<file path="config.mk">
export PLATFORM = sky130hd
export DESIGN_NAME = sha256_stream_hash
export DESIGN_NICKNAME = d
export VERILOG_FILES = /design/src/shash_pkg.sv /design/src/shash_ram.sv /design/src/sha256_stream_hash.sv
export SDC_FILE = /design/constraint.sdc
export NUM_CORES = 2
export LEC_CHECK = 0
export BUFFER_PORTS_ARGS = -buffer_cell sky130_fd_sc_hd__buf_2
export CORE_MARGIN = 5
export CORE_UTILIZATION = 50
export DETAILED_ROUTE_END_ITERATION = 16
export PLACE_DENSITY = 0.75
export SLEW_MARGIN = 15
export SYNTH_ARGS = -nofsm -noshare
export SYNTH_HDL_FRONTEND = slang
export SYNTH_SLANG_ARGS = --single-unit
</file>
<file path="constraint.sdc">
create_clock -name clk_i -period 23.1 [get_ports clk_i]
set_input_delay 1.155 -clock clk_i [delete_from_list [all_inputs] [get_ports clk_i]]
set_output_delay 1.155 -clock clk_i [all_outputs]
set_load 0.05 [all_outputs]
</file>
<file path="src/shash_pkg.sv">
// ----------------------------------------------------------------------------
// SHA-256 stream hash package
// Round constants, initial hash values, round functions and FSM type.
// ----------------------------------------------------------------------------
package shash_pkg;

  typedef enum logic [5:0] {
    StIdle = 6'b000001,
    StPad  = 6'b000010,
    StLoad = 6'b000100,
    StComp = 6'b001000,
    StAdd  = 6'b010000,
    StOut  = 6'b100000
  } state_e;

  localparam logic FuncAbsorb = 1'b0;
  localparam logic FuncFinish = 1'b1;

  localparam logic [7:0] PadByte = 8'h80;

  typedef logic [31:0] word_t;

  localparam word_t InitH [8] = '{
    32'h6a09e667, 32'hbb67ae85, 32'h3c6ef372, 32'ha54ff53a,
    32'h510e527f, 32'h9b05688c, 32'h1f83d9ab, 32'h5be0cd19
  };

  localparam word_t RoundK [64] = '{
    32'h428a2f98, 32'h71374491, 32'hb5c0fbcf, 32'he9b5dba5,
    32'h3956c25b, 32'h59f111f1, 32'h923f82a4, 32'hab1c5ed5,
    32'hd807aa98, 32'h12835b01, 32'h243185be, 32'h550c7dc3,
    32'h72be5d74, 32'h80deb1fe, 32'h9bdc06a7, 32'hc19bf174,
    32'he49b69c1, 32'hefbe4786, 32'h0fc19dc6, 32'h240ca1cc,
    32'h2de92c6f, 32'h4a7484aa, 32'h5cb0a9dc, 32'h76f988da,
    32'h983e5152, 32'ha831c66d, 32'hb00327c8, 32'hbf597fc7,
    32'hc6e00bf3, 32'hd5a79147, 32'h06ca6351, 32'h14292967,
    32'h27b70a85, 32'h2e1b2138, 32'h4d2c6dfc, 32'h53380d13,
    32'h650a7354, 32'h766a0abb, 32'h81c2c92e, 32'h92722c85,
    32'ha2bfe8a1, 32'ha81a664b, 32'hc24b8b70, 32'hc76c51a3,
    32'hd192e819, 32'hd6990624, 32'hf40e3585, 32'h106aa070,
    32'h19a4c116, 32'h1e376c08, 32'h2748774c, 32'h34b0bcb5,
    32'h391c0cb3, 32'h4ed8aa4a, 32'h5b9cca4f, 32'h682e6ff3,
    32'h748f82ee, 32'h78a5636f, 32'h84c87814, 32'h8cc70208,
    32'h90befffa, 32'ha4506ceb, 32'hbef9a3f7, 32'hc67178f2
  };

  function automatic word_t rotr(input word_t v, input int unsigned n);
    rotr = (v >> n) | (v << (32 - n));
  endfunction

  function automatic word_t bsig0(input word_t v);
    bsig0 = rotr(v, 2) ^ rotr(v, 13) ^ rotr(v, 22);
  endfunction

  function automatic word_t bsig1(input word_t v);
    bsig1 = rotr(v, 6) ^ rotr(v, 11) ^ rotr(v, 25);
  endfunction

  function automatic word_t ssig0(input word_t v);
    ssig0 = rotr(v, 7) ^ rotr(v, 18) ^ (v >> 3);
  endfunction

  function automatic word_t ssig1(input word_t v);
    ssig1 = rotr(v, 17) ^ rotr(v, 19) ^ (v >> 10);
  endfunction

endpackage

</file>
<file path="src/shash_ram.sv">
// ----------------------------------------------------------------------------
// Generic RAM
// One write port, one read port, registered read data.
// ----------------------------------------------------------------------------
module shash_ram #(
  parameter int Width = 32,
  parameter int Depth = 16
) (
  input  logic                     clk_i,
  input  logic                     we_i,
  input  logic [$clog2(Depth)-1:0] waddr_i,
  input  logic [Width-1:0]         wdata_i,
  input  logic [$clog2(Depth)-1:0] raddr_i,
  output logic [Width-1:0]         rdata_o
);

  logic [Width-1:0] mem_q [Depth];

  always_ff @(posedge clk_i) begin
    if (we_i) begin
      mem_q[waddr_i] <= wdata_i;
    end
    rdata_o <= mem_q[raddr_i];
  end

endmodule

</file>
<file path="src/sha256_stream_hash.sv">
// ----------------------------------------------------------------------------
// SHA-256 stream hash
// Absorb: a byte is taken whenever idle; the 64th byte of a block starts a
// compression (load, 64 rounds at one per cycle, chain update).
// Finish: (16 - word position) pad writes, then one or two compressions (with
// 16 more pad writes before the second), then 8 digest transactions.
// Async active-low reset: initial hash values, zero length, idle.
// ----------------------------------------------------------------------------
module sha256_stream_hash (
  input  logic        clk_i,
  input  logic        rst_ni,
  input  logic        s_axis_tvalid_i,
  output logic        s_axis_tready_o,
  input  logic [7:0]  s_axis_tdata_i,   // [7:0] data_byte
  input  logic        s_axis_tuser_i,   // [0] func
  output logic        m_axis_tvalid_o,
  input  logic        m_axis_tready_i,
  output logic [39:0] m_axis_tdata_o,   // [31:0] digest_word, [34:32] word_index
  output logic        m_axis_tlast_o    // last_word
);
  import shash_pkg::*;

  state_e      state_q, state_d;
  logic [5:0]  fill_q, fill_d;
  logic [63:0] bits_q, bits_d;
  logic [23:0] acc_q, acc_d;
  word_t       h_q [8];
  word_t       h_d [8];
  word_t       r_q [8];
  word_t       r_d [8];
  word_t       w_q [16];
  word_t       w_d [16];
  logic [5:0]  rnd_q, rnd_d;
  logic [3:0]  pidx_q, pidx_d;
  logic [3:0]  cur_q, cur_d;
  word_t       pw_q, pw_d;
  logic        final_q, final_d;
  logic        two_q, two_d;
  logic        pass2_q, pass2_d;
  logic [2:0]  oidx_q, oidx_d;

  logic        ram_we;
  logic [3:0]  ram_waddr, ram_raddr;
  word_t       ram_wdata, ram_rdata;
  word_t       w_t, t1, t2;
  logic        in_acc;

  shash_ram #(.Width(32), .Depth(16)) u_blk (
    .clk_i   (clk_i),
    .we_i    (ram_we),
    .waddr_i (ram_waddr),
    .wdata_i (ram_wdata),
    .raddr_i (ram_raddr),
    .rdata_o (ram_rdata)
  );

  assign s_axis_tready_o = (state_q == StIdle);
  assign in_acc          = s_axis_tvalid_i & s_axis_tready_o;
  assign m_axis_tvalid_o = (state_q == StOut);
  assign m_axis_tdata_o  = {5'd0, oidx_q, h_q[oidx_q]};
  assign m_axis_tlast_o  = (oidx_q == 3'd7);

  always_comb begin
    if (rnd_q < 6'd16) begin
      w_t = ram_rdata;
    end else begin
      w_t = ssig1(w_q[14]) + w_q[9] + ssig0(w_q[1]) + w_q[0];
    end
    t1 = r_q[7] + bsig1(r_q[4]) + ((r_q[4] & r_q[5]) ^ (~r_q[4] & r_q[6]))
       + RoundK[rnd_q] + w_t;
    t2 = bsig0(r_q[0]) + ((r_q[0] & r_q[1]) ^ (r_q[0] & r_q[2]) ^ (r_q[1] & r_q[2]));
  end

  always_comb begin
    state_d   = state_q;
    fill_d    = fill_q;
    bits_d    = bits_q;
    acc_d     = acc_q;
    h_d       = h_q;
    r_d       = r_q;
    w_d       = w_q;
    rnd_d     = rnd_q;
    pidx_d    = pidx_q;
    cur_d     = cur_q;
    pw_d      = pw_q;
    final_d   = final_q;
    two_d     = two_q;
    pass2_d   = pass2_q;
    oidx_d    = oidx_q;
    ram_we    = 1'b0;
    ram_waddr = pidx_q;
    ram_wdata = '0;
    ram_raddr = '0;

    unique case (state_q)
      StIdle: begin
        if (in_acc) begin
          if (s_axis_tuser_i == FuncAbsorb) begin
            acc_d  = {acc_q[15:0], s_axis_tdata_i};
            fill_d = fill_q + 6'd1;
            bits_d = bits_q + 64'd8;
            if (fill_q[1:0] == 2'd3) begin
              ram_we    = 1'b1;
              ram_waddr = fill_q[5:2];
              ram_wdata = {acc_q, s_axis_tdata_i};
            end
            if (fill_q == 6'd63) begin
              final_d = 1'b0;
              state_d = StLoad;
            end
          end else begin
            unique case (fill_q[1:0])
              2'd0:    pw_d = {PadByte, 24'd0};
              2'd1:    pw_d = {acc_q[7:0], PadByte, 16'd0};
              2'd2:    pw_d = {acc_q[15:0], PadByte, 8'd0};
              default: pw_d = {acc_q, PadByte};
            endcase
            cur_d   = fill_q[5:2];
            pidx_d  = fill_q[5:2];
            two_d   = (fill_q[5:2] >= 4'd14);
            pass2_d = 1'b0;
            final_d = 1'b1;
            state_d = StPad;
          end
        end
      end
      StPad: begin
        ram_we    = 1'b1;
        ram_waddr = pidx_q;
        if (!pass2_q && pidx_q == cur_q) begin
          ram_wdata = pw_q;
        end else if ((pass2_q || !two_q) && pidx_q == 4'd14) begin
          ram_wdata = bits_q[63:32];
        end else if ((pass2_q || !two_q) && pidx_q == 4'd15) begin
          ram_wdata = bits_q[31:0];
        end else begin
          ram_wdata = '0;
        end
        pidx_d = pidx_q + 4'd1;
        if (pidx_q == 4'd15) begin
          state_d = StLoad;
        end
      end
      StLoad: begin
        ram_raddr = 4'd0;
        r_d       = h_q;
        rnd_d     = 6'd0;
        state_d   = StComp;
      end
      StComp: begin
        ram_raddr = rnd_q[3:0] + 4'd1;
        for (int i = 0; i < 15; i++) begin
          w_d[i] = w_q[i+1];
        end
        w_d[15] = w_t;
        r_d[7] = r_q[6];
        r_d[6] = r_q[5];
        r_d[5] = r_q[4];
        r_d[4] = r_q[3] + t1;
        r_d[3] = r_q[2];
        r_d[2] = r_q[1];
        r_d[1] = r_q[0];
        r_d[0] = t1 + t2;
        rnd_d  = rnd_q + 6'd1;
        if (rnd_q == 6'd63) begin
          state_d = StAdd;
        end
      end
      StAdd: begin
        for (int i = 0; i < 8; i++) begin
          h_d[i] = h_q[i] + r_q[i];
        end
        if (!final_q) begin
          state_d = StIdle;
        end else if (two_q && !pass2_q) begin
          pass2_d = 1'b1;
          pidx_d  = 4'd0;
          state_d = StPad;
        end else begin
          oidx_d  = 3'd0;
          state_d = StOut;
        end
      end
      StOut: begin
        if (m_axis_tready_i) begin
          oidx_d = oidx_q + 3'd1;
          if (oidx_q == 3'd7) begin
            h_d     = InitH;
            fill_d  = 6'd0;
            bits_d  = 64'd0;
            state_d = StIdle;
          end
        end
      end
      default: state_d = StIdle;
    endcase
  end

  always_ff @(posedge clk_i or negedge rst_ni) begin
    if (!rst_ni) begin
      state_q <= StIdle;
      fill_q  <= 6'd0;
      bits_q  <= 64'd0;
      h_q     <= InitH;
      rnd_q   <= 6'd0;
      pidx_q  <= 4'd0;
      final_q <= 1'b0;
      two_q   <= 1'b0;
      pass2_q <= 1'b0;
      oidx_q  <= 3'd0;
    end else begin
      state_q <= state_d;
      fill_q  <= fill_d;
      bits_q  <= bits_d;
      h_q     <= h_d;
      rnd_q   <= rnd_d;
      pidx_q  <= pidx_d;
      final_q <= final_d;
      two_q   <= two_d;
      pass2_q <= pass2_d;
      oidx_q  <= oidx_d;
    end
  end

  always_ff @(posedge clk_i) begin
    acc_q <= acc_d;
    r_q   <= r_d;
    w_q   <= w_d;
    cur_q <= cur_d;
    pw_q  <= pw_d;
  end

endmodule

</file>
==> flow_metrics.env <==
export IMPL_skew_ns=0.0782
export IMPL_num_rows=159
export IMPL_first_pass_iters=6
export IMPL_rsz0062_at_grt="false"
export IMPL_yosys_register_bits=1710
export IMPL_crit_path_start_kind="flip-flop"
export IMPL_drc=0
export IMPL_report_final_slew_viol_count=0
export IMPL_ys_seq_area_frac=0.523
export IMPL_synth_edff_count=1333
export IMPL_path_common_cell="fa_1"
export IMPL_nets=9143
export IMPL_maxCapViolations=0
export IMPL_wirelength_um=297000
export IMPL_slowest_stage="a211oi_1"
export IMPL_critPathKind="reg -> reg"
export IMPL_grt_overflow_total=0
export IMPL_crit_family="compound AO/OA/AOI/OAI gates"
export IMPL_status="finished, final reports clean"
export IMPL_cts_resized_gates=0
export IMPL_cts_hold_buffers=0
export IMPL_layout_common_cells="edfxtp_1, nand2_1, o21ai_0"
export IMPL_viasPerCell=6.22
export IMPL_setup_viol=0
export IMPL_path_depth=42
export IMPL_first_iter_violations=9101
export IMPL_cts_tree="done"
export IMPL_cts_root_buf="clkbuf_16"
export IMPL_io_pin_count=56
export IMPL_final_common_cell="edfxtp_1"
export IMPL_syn_cell_area_mm2=0.0946
export IMPL_yosysWarnings=0
export IMPL_die_h_um=445
export IMPL_end_kind="flip-flop"
export IMPL_cts_max_level=4
export IMPL_relSlewSlack=0.125
export IMPL_cp_max_fo=6
export IMPL_period_minus_slack_ns=11.14
export IMPL_synthCells=8574
export IMPL_finalCritPeriodShare=0.482
export IMPL_crit_buf_inv=6
export IMPL_avgSynthCellArea_um2=11.0
export IMPL_critPathRequiredTime_ns=23.64
export IMPL_synth_area_leaders="edfxtp_1, dfrtp_1, ha_1"
export IMPL_worst_r2r_path_depth=42
export IMPL_critPathMaxStageDelay_ns=0.77
export IMPL_antenna_found_initial=25
export IMPL_postSynth_asyncResetShare=0.202
export IMPL_drive_gt1_frac=0.103
export IMPL_clk_pin_slew_ns=0.06
export IMPL_clock_latency_ns=0.87
export IMPL_clock_sinks=1710
export IMPL_setup_tns_ns=0
export IMPL_grt_start_max_net_pins=187
export IMPL_fp_coreArea_mm2=0.188
export IMPL_hpwl_um=209000
export IMPL_cts_setup_buffers=0
export IMPL_cts_buffer_depth=3
export IMPL_arrival_ns=11.68
export IMPL_synth_cell_types=93
export IMPL_grt_usage=0.293
export IMPL_clock_fmax_mhz=89.8
export IMPL_cts_buffers=178
export IMPL_start_util=0.503
export IMPL_die_area_mm2=0.198
export IMPL_grt_pass1_wl_um=436000
export IMPL_synth_top_area_frac=0.423
export IMPL_yosysTopAreaCell="edfxtp_1"
export IMPL_areaGrowthSynthToFinish_pct=9.83
export IMPL_grt_pass1_vias=65900
export IMPL_vias=69500
export IMPL_placedInstanceArea_mm2=0.0977
export IMPL_die_w_um=445
export IMPL_ant_nets=0
export IMPL_io_buffers=50
export IMPL_synth_flop_cell="edfxtp_1"
export IMPL_hold_path_class="in -> async"
export IMPL_place_gp_congestion=1.00
export IMPL_final_cell_area_mm2=0.104
export IMPL_worst_pin_slew_ns=1.30
export IMPL_hold_viol=0
export IMPL_wl_per_cell_um=26.6
[synthesized netlist by cell type (all sizes together), types with 64 or more instances]
library cell,n
xor2,279
a22oi,64
a31oi,112
a21o,174
buf,71
dfstp,137
xnor2,342
nand3,148
edfxtp,1333
mux2,117
nand2b,65
nor2,404
dfrtp,208
nor3,124
inv,520
o21ai,631
a211oi,100
mux4,72
clkbuf,360
fa,197
nand2,1302
mux2i,65
ha,416
a21oi,487
[sequential cells by signal, indices dropped and copies added (netlist names)]
name and flops:
u_blk.mem_q 512, w_q 512, h_q 256, r_q 256
bits_q 61, u_blk.rdata_o 32, pw_q 25, acc_q 24
fill_q 6, rnd_q 6, state_q 6, cur_q 4
pidx_q 4, oidx_q 3, final_q 1, pass2_q 1
two_q 1
[logic make-up (layout without fill, tap and decap cells)]
logic type | count (synthesis) | count (layout) | synth area share
buffers and inverters | 952 | 1042 | 0.0380
flip-flops | 1710 | 1710 | 0.523
AND/OR/NAND/NOR | 2351 | 2351 | 0.109
XOR/XNOR | 622 | 622 | 0.0578
multiplexers | 254 | 254 | 0.0380
AO/OA/AOI/OAI | 2066 | 2066 | 0.137
adder cells (fa/ha/maj) | 618 | 618 | 0.0973
other | 1 | 12 | 0.0000396
[path summary, 6_finish.rpt]
check	startpoint	to	slack, ns
setup / recovery	w_q[50]	r_q[255]	11.96
hold / removal	rst_ni	h_q[206]	0.21
setup reg to reg	w_q[50]	r_q[255]	11.96
hold reg to reg	w_q[297]	w_q[329]	0.38
max in group asynchronous	rst_ni	oidx_q[0]	20.50
min in group clk_i	w_q[297]	w_q[329]	0.38
[routing by layer]
metal / routed length, um / track usage
met2: 129000 / 0.436
met5: 119 / 0
met3: 33200 / 0.0762
met4: 10100 / 0.0902
met1: 124000 / 0.424
[through the flow]
stage | hold slack (ns) | util | worst slack, ns | cells
floorplan | 0.400 | - | 6.46 | 8578
global placement | 0.400 | 0.519 | 12.23 | 10800
finish | 0.209 | 0.553 | 11.96 | 11200
detailed placement | 0.405 | 0.520 | 12.22 | 10800
global route | 0.235 | 0.552 | 11.38 | 11200
CTS | 0.206 | 0.552 | 12.18 | 11200
[area by class of cell]
class | count | area, um2
fill | 15700 | 84100
sequential | 1710 | 49500
multi-input combinational | 5916 | 41800
clock buffer | 224 | 4800
tap | 2495 | 3120
inverter | 521 | 1970
timing repair buffer | 190 | 1380
clock inverter | 107 | 1340
antenna | 7 | 17.5
Power is left out: the tool's default activity adds up to more than one toggle a clock period on the data nets, which glitch-free logic cannot reach.
